[src/seven_segment_command_formatter_unit_macros.svh]
// ----------------------------------------------------------------------------
// seven segment command formatter - assertion macros
// shared concurrent assertion forms, clocked on clk and disabled in rst
// ----------------------------------------------------------------------------
`ifndef SEVEN_SEGMENT_COMMAND_FORMATTER_UNIT_MACROS_SVH
`define SEVEN_SEGMENT_COMMAND_FORMATTER_UNIT_MACROS_SVH

// same-cycle implication
`define SSCF_ASSERT_IMP(name, ante, cons, msg) \
  name: assert property (@(posedge clk) disable iff (rst) (ante) |-> (cons)) \
    else $error(msg);

// next-cycle implication
`define SSCF_ASSERT_NXT(name, ante, cons, msg) \
  name: assert property (@(posedge clk) disable iff (rst) (ante) |=> (cons)) \
    else $error(msg);

`endif

[src/sscf_pkg.sv]
// ----------------------------------------------------------------------------
// sscf_pkg
// types, character codes and the binary to bcd step for the formatter
// ----------------------------------------------------------------------------
`default_nettype none

package sscf_pkg;

  localparam int NUMBER_W      = 16;
  localparam int BYTE_W        = 8;
  localparam int MASK_W        = 6;
  localparam int BCD_DIGITS    = 5;
  localparam int ND_W          = 3;
  localparam int BITS_PER_STEP = 4;
  localparam int CONV_STEPS    = NUMBER_W / BITS_PER_STEP;
  localparam int CNT_W         = 3;
  localparam int QUEUE_DEPTH   = 2;
  localparam int PTR_W         = $clog2(QUEUE_DEPTH);
  localparam int COUNT_W       = $clog2(QUEUE_DEPTH + 1);

  localparam logic CMD_NUMBER = 1'b0;
  localparam logic CMD_DOTS   = 1'b1;

  localparam logic [BYTE_W-1:0] CHR_V     = 8'h76;
  localparam logic [BYTE_W-1:0] CHR_W     = 8'h77;
  localparam logic [BYTE_W-1:0] CHR_MINUS = 8'h2d;
  localparam logic [BYTE_W-1:0] CHR_ZERO  = 8'h30;
  localparam logic [BYTE_W-1:0] CHR_F     = 8'h46;

  typedef enum logic [1:0] {
    KIND_NUM,
    KIND_ZERO,
    KIND_WIDE,
    KIND_DOTS
  } kind_t;

  typedef logic [3:0] bcd_t;

  typedef struct packed {
    kind_t                 kind;
    logic                  neg;
    logic [ND_W-1:0]       nd;
    logic [BYTE_W-1:0]     pad;
    bcd_t [BCD_DIGITS-1:0] digits;
    logic [MASK_W-1:0]     mask;
  } entry_t;

  // four double-dabble steps, msb of the nibble first
  function automatic logic [BCD_DIGITS*4-1:0] dabble_step(
    input logic [BCD_DIGITS*4-1:0] bcd_in,
    input logic [BITS_PER_STEP-1:0] bits
  );
    logic [BCD_DIGITS*4-1:0] acc;
    acc = bcd_in;
    for (int s = BITS_PER_STEP - 1; s >= 0; s--) begin
      for (int d = 0; d < BCD_DIGITS; d++) begin
        if (acc[d*4 +: 4] >= 4'd5) begin
          acc[d*4 +: 4] = acc[d*4 +: 4] + 4'd3;
        end
      end
      acc = {acc[BCD_DIGITS*4-2:0], bits[s]};
    end
    return acc;
  endfunction

endpackage

`default_nettype wire

[src/sscf_cmd_if.sv]
// ----------------------------------------------------------------------------
// sscf_cmd_if
// command channel: one beat is one display command
// ----------------------------------------------------------------------------
`default_nettype none

interface sscf_cmd_if;
  logic                                  valid;
  logic                                  ready;
  logic                                  command;
  logic signed [sscf_pkg::NUMBER_W-1:0]  number;
  logic        [sscf_pkg::BYTE_W-1:0]    pad_byte;
  logic        [sscf_pkg::MASK_W-1:0]    dot_mask;

  modport source (output valid, command, number, pad_byte, dot_mask, input ready);
  modport sink   (input valid, command, number, pad_byte, dot_mask, output ready);
endinterface

`default_nettype wire

[src/sscf_byte_if.sv]
// ----------------------------------------------------------------------------
// sscf_byte_if
// display byte channel: one beat is one byte for the display
// ----------------------------------------------------------------------------
`default_nettype none

interface sscf_byte_if;
  logic                          valid;
  logic                          ready;
  logic [sscf_pkg::BYTE_W-1:0]   out_byte;
  logic                          last;

  modport source (output valid, out_byte, last, input ready);
  modport sink   (input valid, out_byte, last, output ready);
endinterface

`default_nettype wire

[src/sscf_front.sv]
// ----------------------------------------------------------------------------
// sscf_front
// takes command beats, converts the magnitude to bcd and classifies it
// ----------------------------------------------------------------------------
`default_nettype none

`include "seven_segment_command_formatter_unit_macros.svh"

module sscf_front #(
  parameter int DIGIT_COUNT = 4
) (
  input  logic              clk,
  input  logic              rst,
  sscf_cmd_if.sink          cmd,
  output logic              push_valid,
  input  logic              push_ready,
  output sscf_pkg::entry_t  push_data
);

  localparam logic [sscf_pkg::CNT_W-1:0] STEPS_DONE = sscf_pkg::CNT_W'(sscf_pkg::CONV_STEPS);

  logic                                   busy;
  logic [sscf_pkg::CNT_W-1:0]             cnt;
  logic [sscf_pkg::NUMBER_W-1:0]          shreg;
  logic [sscf_pkg::BCD_DIGITS*4-1:0]      bcd;
  logic                                   neg;
  logic                                   dots;
  logic [sscf_pkg::BYTE_W-1:0]            pad;
  logic [sscf_pkg::MASK_W-1:0]            mask;

  logic                                   done;
  logic                                   accept;
  logic [sscf_pkg::NUMBER_W-1:0]          raw;
  logic [sscf_pkg::NUMBER_W-1:0]          mag;
  logic [sscf_pkg::ND_W-1:0]              nd;
  logic                                   wide;

  assign done       = busy && (cnt == STEPS_DONE);
  assign push_valid = done;
  assign cmd.ready  = !busy || (done && push_ready);
  assign accept     = cmd.valid && cmd.ready;

  assign raw = cmd.number;
  assign mag = raw[sscf_pkg::NUMBER_W-1] ? (~raw + 16'd1) : raw;

  always_ff @(posedge clk) begin
    if (rst) begin
      busy <= 1'b0;
      cnt  <= '0;
    end else if (accept) begin
      busy <= 1'b1;
      cnt  <= (cmd.command == sscf_pkg::CMD_DOTS) ? STEPS_DONE : '0;
    end else if (done && push_ready) begin
      busy <= 1'b0;
    end else if (busy && !done) begin
      cnt <= cnt + 3'd1;
    end
  end

  always_ff @(posedge clk) begin
    if (accept) begin
      shreg <= mag;
      bcd   <= '0;
      neg   <= raw[sscf_pkg::NUMBER_W-1];
      dots  <= (cmd.command == sscf_pkg::CMD_DOTS);
      pad   <= cmd.pad_byte;
      mask  <= cmd.dot_mask;
    end else if (busy && !done) begin
      shreg <= shreg << sscf_pkg::BITS_PER_STEP;
      bcd   <= sscf_pkg::dabble_step(bcd,
                 shreg[sscf_pkg::NUMBER_W-1 -: sscf_pkg::BITS_PER_STEP]);
    end
  end

  // digit count from the highest non-zero bcd digit
  always_comb begin
    nd = '0;
    for (int i = 0; i < sscf_pkg::BCD_DIGITS; i++) begin
      if (bcd[i*4 +: 4] != 4'd0) begin
        nd = sscf_pkg::ND_W'(i + 1);
      end
    end
    wide = (int'(nd) > DIGIT_COUNT - int'(neg));
  end

  always_comb begin
    push_data.neg    = neg;
    push_data.nd     = nd;
    push_data.pad    = pad;
    push_data.digits = bcd;
    push_data.mask   = mask;
    if (dots) begin
      push_data.kind = sscf_pkg::KIND_DOTS;
    end else if (nd == '0) begin
      push_data.kind = sscf_pkg::KIND_ZERO;
    end else if (wide) begin
      push_data.kind = sscf_pkg::KIND_WIDE;
    end else begin
      push_data.kind = sscf_pkg::KIND_NUM;
    end
  end

  `SSCF_ASSERT_NXT(a_conv_advances, busy && !done, busy && (cnt == $past(cnt) + 3'd1), "conversion step lost")
  `SSCF_ASSERT_IMP(a_num_fits, push_valid && (push_data.kind == sscf_pkg::KIND_NUM), (push_data.nd != '0) && (int'(push_data.nd) <= DIGIT_COUNT), "number beat does not fit the display")
  `SSCF_ASSERT_IMP(a_wide_nonzero, push_valid && (push_data.kind == sscf_pkg::KIND_WIDE), push_data.nd != '0, "overflow beat with zero magnitude")

endmodule

`default_nettype wire

[src/sscf_queue.sv]
// ----------------------------------------------------------------------------
// sscf_queue
// short fifo of classified commands between front and back
// ----------------------------------------------------------------------------
`default_nettype none

module sscf_queue (
  input  logic              clk,
  input  logic              rst,
  input  logic              push_valid,
  output logic              push_ready,
  input  sscf_pkg::entry_t  push_data,
  output logic              pop_valid,
  input  logic              pop_ready,
  output sscf_pkg::entry_t  pop_data
);

  localparam logic [sscf_pkg::PTR_W-1:0]   LAST_PTR = sscf_pkg::PTR_W'(sscf_pkg::QUEUE_DEPTH - 1);
  localparam logic [sscf_pkg::COUNT_W-1:0] FULL_CNT = sscf_pkg::COUNT_W'(sscf_pkg::QUEUE_DEPTH);

  sscf_pkg::entry_t               slots [sscf_pkg::QUEUE_DEPTH];
  logic [sscf_pkg::PTR_W-1:0]     wr_ptr;
  logic [sscf_pkg::PTR_W-1:0]     rd_ptr;
  logic [sscf_pkg::COUNT_W-1:0]   count;
  logic                           do_push;
  logic                           do_pop;

  assign push_ready = (count != FULL_CNT);
  assign pop_valid  = (count != '0);
  assign pop_data   = slots[rd_ptr];
  assign do_push    = push_valid && push_ready;
  assign do_pop     = pop_valid && pop_ready;

  always_ff @(posedge clk) begin
    if (rst) begin
      wr_ptr <= '0;
      rd_ptr <= '0;
      count  <= '0;
    end else begin
      if (do_push) begin
        wr_ptr <= (wr_ptr == LAST_PTR) ? '0 : wr_ptr + 1'b1;
      end
      if (do_pop) begin
        rd_ptr <= (rd_ptr == LAST_PTR) ? '0 : rd_ptr + 1'b1;
      end
      if (do_push && !do_pop) begin
        count <= count + 1'b1;
      end else if (do_pop && !do_push) begin
        count <= count - 1'b1;
      end
    end
  end

  always_ff @(posedge clk) begin
    if (do_push) begin
      slots[wr_ptr] <= push_data;
    end
  end

endmodule

`default_nettype wire

[src/sscf_back.sv]
// ----------------------------------------------------------------------------
// sscf_back
// walks the queued command byte by byte into a registered output beat
// ----------------------------------------------------------------------------
`default_nettype none

`include "seven_segment_command_formatter_unit_macros.svh"

module sscf_back #(
  parameter int DIGIT_COUNT = 4
) (
  input  logic              clk,
  input  logic              rst,
  input  logic              head_valid,
  output logic              head_pop,
  input  sscf_pkg::entry_t  head,
  sscf_byte_if.source       disp
);

  localparam int MAX_LEN = (DIGIT_COUNT + 2 > 6) ? DIGIT_COUNT + 2 : 6;
  localparam int POS_W   = $clog2(MAX_LEN);

  logic [POS_W-1:0]              pos;
  logic                          out_valid;
  logic [sscf_pkg::BYTE_W-1:0]   out_data;
  logic                          out_last;

  logic [POS_W-1:0]              last_idx;
  logic                          is_last;
  logic                          load;
  logic [sscf_pkg::BYTE_W-1:0]   next_byte;

  assign disp.valid    = out_valid;
  assign disp.out_byte = out_data;
  assign disp.last     = out_last;

  assign load     = head_valid && (!out_valid || disp.ready);
  assign is_last  = (pos == last_idx);
  assign head_pop = load && is_last;

  always_comb begin
    case (head.kind)
      sscf_pkg::KIND_DOTS: last_idx = POS_W'(1);
      sscf_pkg::KIND_ZERO: last_idx = POS_W'(DIGIT_COUNT + 1);
      sscf_pkg::KIND_WIDE: last_idx = POS_W'(5);
      sscf_pkg::KIND_NUM:  last_idx = POS_W'(DIGIT_COUNT);
      default:             last_idx = POS_W'(DIGIT_COUNT);
    endcase
  end

  always_comb begin
    int p;
    int j;
    int left;
    int k;
    p         = int'(pos);
    j         = p - 1;
    left      = DIGIT_COUNT - int'(head.nd);
    k         = DIGIT_COUNT - 1 - j;
    next_byte = head.pad;
    case (head.kind)
      sscf_pkg::KIND_DOTS: begin
        next_byte = (p == 0) ? sscf_pkg::CHR_W : {2'b00, head.mask};
      end
      sscf_pkg::KIND_ZERO: begin
        if (p < 2) begin
          next_byte = sscf_pkg::CHR_V;
        end else if (p == DIGIT_COUNT + 1) begin
          next_byte = sscf_pkg::CHR_ZERO;
        end else begin
          next_byte = head.pad;
        end
      end
      sscf_pkg::KIND_WIDE: begin
        if (p < 2) begin
          next_byte = sscf_pkg::CHR_V;
        end else if (p == 3) begin
          next_byte = sscf_pkg::CHR_ZERO;
        end else if (p == 4) begin
          next_byte = sscf_pkg::CHR_F;
        end else begin
          next_byte = sscf_pkg::CHR_MINUS;
        end
      end
      sscf_pkg::KIND_NUM: begin
        if (p == 0) begin
          next_byte = sscf_pkg::CHR_V;
        end else if (j < left) begin
          next_byte = (j == left - 1 && head.neg) ? sscf_pkg::CHR_MINUS : head.pad;
        end else if (k >= 0 && k < sscf_pkg::BCD_DIGITS) begin
          next_byte = sscf_pkg::CHR_ZERO + {4'b0000, head.digits[3'(k)]};
        end else begin
          next_byte = sscf_pkg::CHR_ZERO;
        end
      end
      default: next_byte = head.pad;
    endcase
  end

  always_ff @(posedge clk) begin
    if (rst) begin
      out_valid <= 1'b0;
      pos       <= '0;
    end else if (load) begin
      out_valid <= 1'b1;
      pos       <= is_last ? '0 : pos + 1'b1;
    end else if (disp.ready) begin
      out_valid <= 1'b0;
    end
  end

  always_ff @(posedge clk) begin
    if (load) begin
      out_data <= next_byte;
      out_last <= is_last;
    end
  end

  `SSCF_ASSERT_IMP(a_beat_from_queue, $rose(out_valid), $past(head_valid), "beat shown with no queued command")
  `SSCF_ASSERT_IMP(a_pos_idle, !head_valid, pos == '0, "byte position not rewound")
  `SSCF_ASSERT_IMP(a_pos_bound, head_valid, pos <= last_idx, "byte position past end of sequence")

endmodule

`default_nettype wire

[src/seven_segment_command_formatter_unit.sv]
// ----------------------------------------------------------------------------
// seven_segment_command_formatter_unit
// command to byte stream formatter for a serial seven-segment display
// ----------------------------------------------------------------------------
// A command beat becomes a run of display bytes, one per cycle while a
// command is queued and the display is ready, with last set on the final
// byte: a dots command gives two bytes, a number command gives DIGIT_COUNT+1
// bytes (DIGIT_COUNT+2 for zero, six when it does not fit). The front
// converts a number with a load and four 4-bit double-dabble steps and
// takes a dots command with its load alone; a two-entry queue lets it run
// ahead of the back, which emits exactly one byte per cycle through a
// registered output while a command waits and the display is ready.
// The front takes the next command in the same cycle as it hands the
// current one to the queue, and the first byte of a command reaches the
// registered output only after its conversion and the queue.
`default_nettype none

module seven_segment_command_formatter_unit #(
  parameter int DIGIT_COUNT = 4
) (
  input  logic        clk,
  input  logic        rst,
  sscf_cmd_if.sink    cmd,
  sscf_byte_if.source disp
);

  logic              push_valid;
  logic              push_ready;
  sscf_pkg::entry_t  push_data;
  logic              head_valid;
  logic              head_pop;
  sscf_pkg::entry_t  head;

  sscf_front #(
    .DIGIT_COUNT (DIGIT_COUNT)
  ) u_front (
    .clk        (clk),
    .rst        (rst),
    .cmd        (cmd),
    .push_valid (push_valid),
    .push_ready (push_ready),
    .push_data  (push_data)
  );

  sscf_queue u_queue (
    .clk        (clk),
    .rst        (rst),
    .push_valid (push_valid),
    .push_ready (push_ready),
    .push_data  (push_data),
    .pop_valid  (head_valid),
    .pop_ready  (head_pop),
    .pop_data   (head)
  );

  sscf_back #(
    .DIGIT_COUNT (DIGIT_COUNT)
  ) u_back (
    .clk        (clk),
    .rst        (rst),
    .head_valid (head_valid),
    .head_pop   (head_pop),
    .head       (head),
    .disp       (disp)
  );

endmodule

`default_nettype wire
[src/flat_wrapper.sv]
// flat-port wrapper written by rule: the top's interface ports become plain ports
module seven_segment_command_formatter_unit_flat 
#(
  parameter int DIGIT_COUNT = 4
)
  (clk, rst, cmd_valid, cmd_command, cmd_number, cmd_pad_byte, cmd_dot_mask, cmd_ready, disp_valid, disp_out_byte, disp_last, disp_ready);
  sscf_cmd_if cmd_i ();
  sscf_byte_if disp_i ();
  input  logic clk;
  input  logic rst;
  input wire logic [$bits(cmd_i.valid)-1:0] cmd_valid;
  input wire logic [$bits(cmd_i.command)-1:0] cmd_command;
  input wire logic [$bits(cmd_i.number)-1:0] cmd_number;
  input wire logic [$bits(cmd_i.pad_byte)-1:0] cmd_pad_byte;
  input wire logic [$bits(cmd_i.dot_mask)-1:0] cmd_dot_mask;
  output wire logic [$bits(cmd_i.ready)-1:0] cmd_ready;
  output wire logic [$bits(disp_i.valid)-1:0] disp_valid;
  output wire logic [$bits(disp_i.out_byte)-1:0] disp_out_byte;
  output wire logic [$bits(disp_i.last)-1:0] disp_last;
  input wire logic [$bits(disp_i.ready)-1:0] disp_ready;
  assign cmd_i.valid = cmd_valid;
  assign cmd_i.command = cmd_command;
  assign cmd_i.number = cmd_number;
  assign cmd_i.pad_byte = cmd_pad_byte;
  assign cmd_i.dot_mask = cmd_dot_mask;
  assign cmd_ready = cmd_i.ready;
  assign disp_valid = disp_i.valid;
  assign disp_out_byte = disp_i.out_byte;
  assign disp_last = disp_i.last;
  assign disp_i.ready = disp_ready;
  seven_segment_command_formatter_unit #(.DIGIT_COUNT(DIGIT_COUNT)) u_core (.clk(clk), .rst(rst), .cmd(cmd_i), .disp(disp_i));
endmodule
[config.mk]
export PLATFORM = sky130hd
export DESIGN_NAME = seven_segment_command_formatter_unit_flat
export DESIGN_NICKNAME = d
export VERILOG_FILES = /design/src/sscf_pkg.sv /design/src/sscf_cmd_if.sv /design/src/sscf_byte_if.sv /design/src/sscf_front.sv /design/src/sscf_queue.sv /design/src/sscf_back.sv /design/src/seven_segment_command_formatter_unit.sv /design/src/flat_wrapper.sv
export VERILOG_INCLUDE_DIRS = /design/src /design/src/src
export SDC_FILE = /design/constraint.sdc
export NUM_CORES = 1
export LEC_CHECK = 0
export BUFFER_PORTS_ARGS = -buffer_cell sky130_fd_sc_hd__buf_2
export CAP_MARGIN = 20
export CORE_MARGIN = 5
export CORE_UTILIZATION = 53
export DETAILED_ROUTE_END_ITERATION = 8
export PLACE_DENSITY = 0.71
export SLEW_MARGIN = 25
export SYNTH_ARGS = -nofsm -noshare
export SYNTH_HDL_FRONTEND = slang
export SYNTH_SLANG_ARGS = --single-unit
[constraint.sdc]
create_clock -name clk -period 7.3 [get_ports clk]
set_clock_uncertainty 0.15 [all_clocks]
set_input_delay 1.46 -clock clk [delete_from_list [all_inputs] [get_ports clk]]
set_output_delay 1.46 -clock clk [all_outputs]
set_load 0.1 [all_outputs]
==> impl_results.md <==
* Syn Nets at slightly below 1000
* Synth area leader: edfxtp_1
* Vias in the first global route at ~6300
* Fin Hold WS at 0.294 ns
* CTS Buf Count at 17
* Worst Hold Path EP: u_core.u_queue.slots[0][1]
* I/O pin cnt at 46
* Critical Path RT at about 7.3 ns
* Post-Syn Area at approximately 9100 um2
* Iteration-0 DRC Markers at ~600
* Worst-path clk slew at 0.06 ns
* R2R setup slack at 2.97 ns
* Floorplan row count at 47
* Final wirelength at about 19 mm
* Highest metal used: met4
* Placer congestion estimate at 0.913
* Primary FF master, synth: edfxtp_1
* I/O Buffers at 45
* CP max-delay cell: dfxtp_1
* Commonest cells after routing, fill and taps aside: edfxtp_1 (121), nand2_1 (87), nor2_1 (70), a21oi_1 (58), o21ai_0 (55)
* DR WL/cell at between 15 and 20 um
* Cts hold-fix bufs at 0
* MaxCap Viol Count at 0
* CP Capture Type: flip-flop
* Final ANT Viol Nets at 0
* Asr flop ratio synth at 0
* Leakage at 3.65 nW
* Post-synthesis sequential area ratio at 0.474
* Crit-path cells: inv_1 -> ha_1 -> xnor2_1 -> inv_1 -> ha_1 -> o21ai_0 -> nand3_1 -> o21ai_0 -> and2_1 -> a221o_1 -> a21oi_1 -> a21oi_1
* Post_cts resized at 0
* Dpl cell area at between 9000 and 10000 um2
* R2r endpoint: u_core.u_back.disp.out_byte[1]
* Pwr/cell area at ~460 nW/um2
* Max Fanout on Critical Path at 22
* Die Height at ~140 um
* VDD IR-drop max at roughly 0.39 mV
* HPWL Detailed at approximately 13 mm
* Sink Count at 154
* Clk buf depth at 2
* Minimum clock period after layout at between 4 and 5 ns
* Post-synth top area share at 0.401
* Setup violations, final at 0
* Most common cell after layout, fill and taps aside: edfxtp_1
* Slew @ Worst Pin at 0.999 ns
* Post-CTS Setup Inserts at 0
* Number of synthesized flops with an enable pin at roughly 120
* Status: finished clean
* DR DRC count at 0
* Pre-CTS WS at between 3 and 4 ns
* R2r worst-path depth at 12
* WL met3 at ~840 um
* Hold path startpoint: u_core.u_front.mask[1]
* M1 wire length at ~9 mm
* Clk_lat worst skew at roughly 0.42 ns
* Final Worst Setup Slack at about 3.0 ns
* RSZ-0062 raised after global routing: no
* RR Startpoint: u_core.u_back.pos[0]
* # fillers at between 1000 and 1500
* Hold Path Class: reg -> reg
* Largest net degree at the start of global routing at 43
* Core footprint at between 15000 and 20000 um2
* Hold path cells at 0
* Setup TNS at 0 ns
* Rel. slew slack at 0.333
* Initial core utilization at 0.542
* Highest clock rate at roughly 230 MHz
* Initial antenna violation count at 0
* CP Class: reg -> reg
* Die ar. at between 15000 and 20000 um2
* Final core utilization at 0.602
* Chip width at around 140 um
* GRT overflow at 0
* Gate Count Post-Synth at between 800 and 900
* DR vias/cell at roughly 5.8
* CTS tree: built
* Syn avg cell area at approximately 10 um2
* Final worst path period share at 0.593
* Worst path arrival time at ~4.4 ns
* Yosys cell types at between 70 and 80
* First drt pass iteration count at 5
* Nets at 998
* Worst path max stage delay at 0.88 ns
* Via Count at about 6800
* First-pass GRT wire length at 31.6 mm
* H-tree depth at 4
* Slew Viols, Final at 0
* Area grow syn2layout at 11.1%
* Layout cells sized above 1 at 0.131
* CP startpoint kind: flip-flop
* Most area-consuming cells after synthesis: edfxtp_1 (40%), dfxtp_1 (7.3%), ha_1 (5.4%)
* GRT Overall Usage at 0.195
* Met2 wire len at 8.71 mm
* Final Cell Area at roughly 10000 um2
* Yosys reg bits at about 150
* ANT cells at 0
* YS warnings at 0
* Root buf cell: clkbuf_16
* Hold Vio Cnt, Final at 0
[area by class of cell]
type / instances / area [um2] / area share
clock inverter: 15 / 184 / 0.0183
sequential: 154 / 4300 / 0.427
inverter: 43 / 161 / 0.0160
tap: 220 / 275 / 0.0274
timing repair buffer: 50 / 263 / 0.0261
clock buffer: 17 / 425 / 0.0423
multi-input combinational: 658 / 4460 / 0.443
[registers in the layout, indices dropped and copies added, names as in the netlist, named ones only]
register and flops:
u_core.u_front.pad 8, u_core.u_front.dots 1, u_core.u_queue.count 2, u_core.u_front.cnt 3
u_core.u_queue.wr_ptr 1, u_core.u_back.disp.valid 1, u_core.u_queue.slots 80, u_core.u_front.shreg 16
u_core.u_front.mask 6, u_core.u_back.disp.last 1, u_core.u_queue.rd_ptr 1, u_core.u_front.bcd 20
u_core.u_back.pos 3, u_core.u_front.neg 1, u_core.u_back.disp.out_byte 8, u_core.u_front.busy 1
[metrics by stage]
stage          cells  power (mW)
2_1_floorplan    891        3.26
3_3_place_gp    1125        3.70
3_5_place_dp    1125        3.72
4_1_cts         1157        4.63
5_1_grt         1157        5.03
6_report        1157        4.64
[where the power goes]
group / internal (mW) / switching [mW]
Combinational: 1.05 / 1.51
Clock: 0.519 / 0.381
Sequential: 1.06 / 0.119
Total: 2.63 / 2.01
[worst max-delay path, delay by kind of cell (launching register included)]
| kind | cells | cell delay, ns |
|---|---|---|
| AOI/OAI and AO/OA | 5 | 0.81 |
| xor gates and xnor gates | 1 | 0.75 |
| adders and majority gates | 2 | 0.62 |
| buffers and inverters | 2 | 0.48 |
| DFF | 1 | 0.88 |
| and+or+nand+nor | 2 | 0.37 |
[cell usage after synthesis, types with 6 or more instances]
library cell and count:
o21ai_0 55, edfxtp_1 121, mux2i_1 30, nor2_1 72
o211ai_1 10, buf_2 7, ha_1 39, a21o_1 6
a21oi_1 58, xnor2_1 23, a31oi_1 11, nand2b_1 14
nor3_1 25, mux2_2 13, and2_1 9, dfxtp_1 33
nor2b_1 6, o22ai_1 9, or3_1 12, nand2_1 87
nor3b_1 8, inv_1 42, o21a_1 7, clkbuf_1 26
nand3_1 27, o31ai_1 7, mux4_2 8, a211oi_1 7
xor2_1 15, o21ai_1 12
[routing by layer]
metal	track usage	vias to the layer above
met3	0.0352	17
li1	-	3403
met2	0.306	169
met4	0.0515	0
met1	0.280	3177
met5	0	-
[worst max path at each step]
| stage | from | end |
|---|---|---|
| floorplan | flip-flop | u_core.u_back.disp.out_byte[1] |
| global placement | u_core.u_back.pos[0] | u_core.u_back.disp.out_byte[1] |
| detailed placement | u_core.u_back.pos[0] | u_core.u_back.disp.out_byte[1] |
| CTS | u_core.u_back.pos[0] | u_core.u_back.disp.out_byte[1] |
| global route | u_core.u_back.pos[0] | u_core.u_back.disp.out_byte[1] |
| finish | u_core.u_back.pos[0] | u_core.u_back.disp.out_byte[1] |
[logic make-up (layout without fill, tap and decap cells)]
kind of cell / count (synthesis) / after routing / share of synthesized area
AO/OA/AOI/OAI: 245 / 245 / 0.179
XOR/XNOR: 39 / 39 / 0.0392
adder cells (fa/ha/maj): 40 / 40 / 0.0550
buffers and inverters: 79 / 125 / 0.0354
flip-flops: 154 / 154 / 0.474
multiplexers: 51 / 51 / 0.0692
AND/OR/NAND/NOR: 283 / 283 / 0.148
No activity file was read; power rests on OpenSTA's default activity.
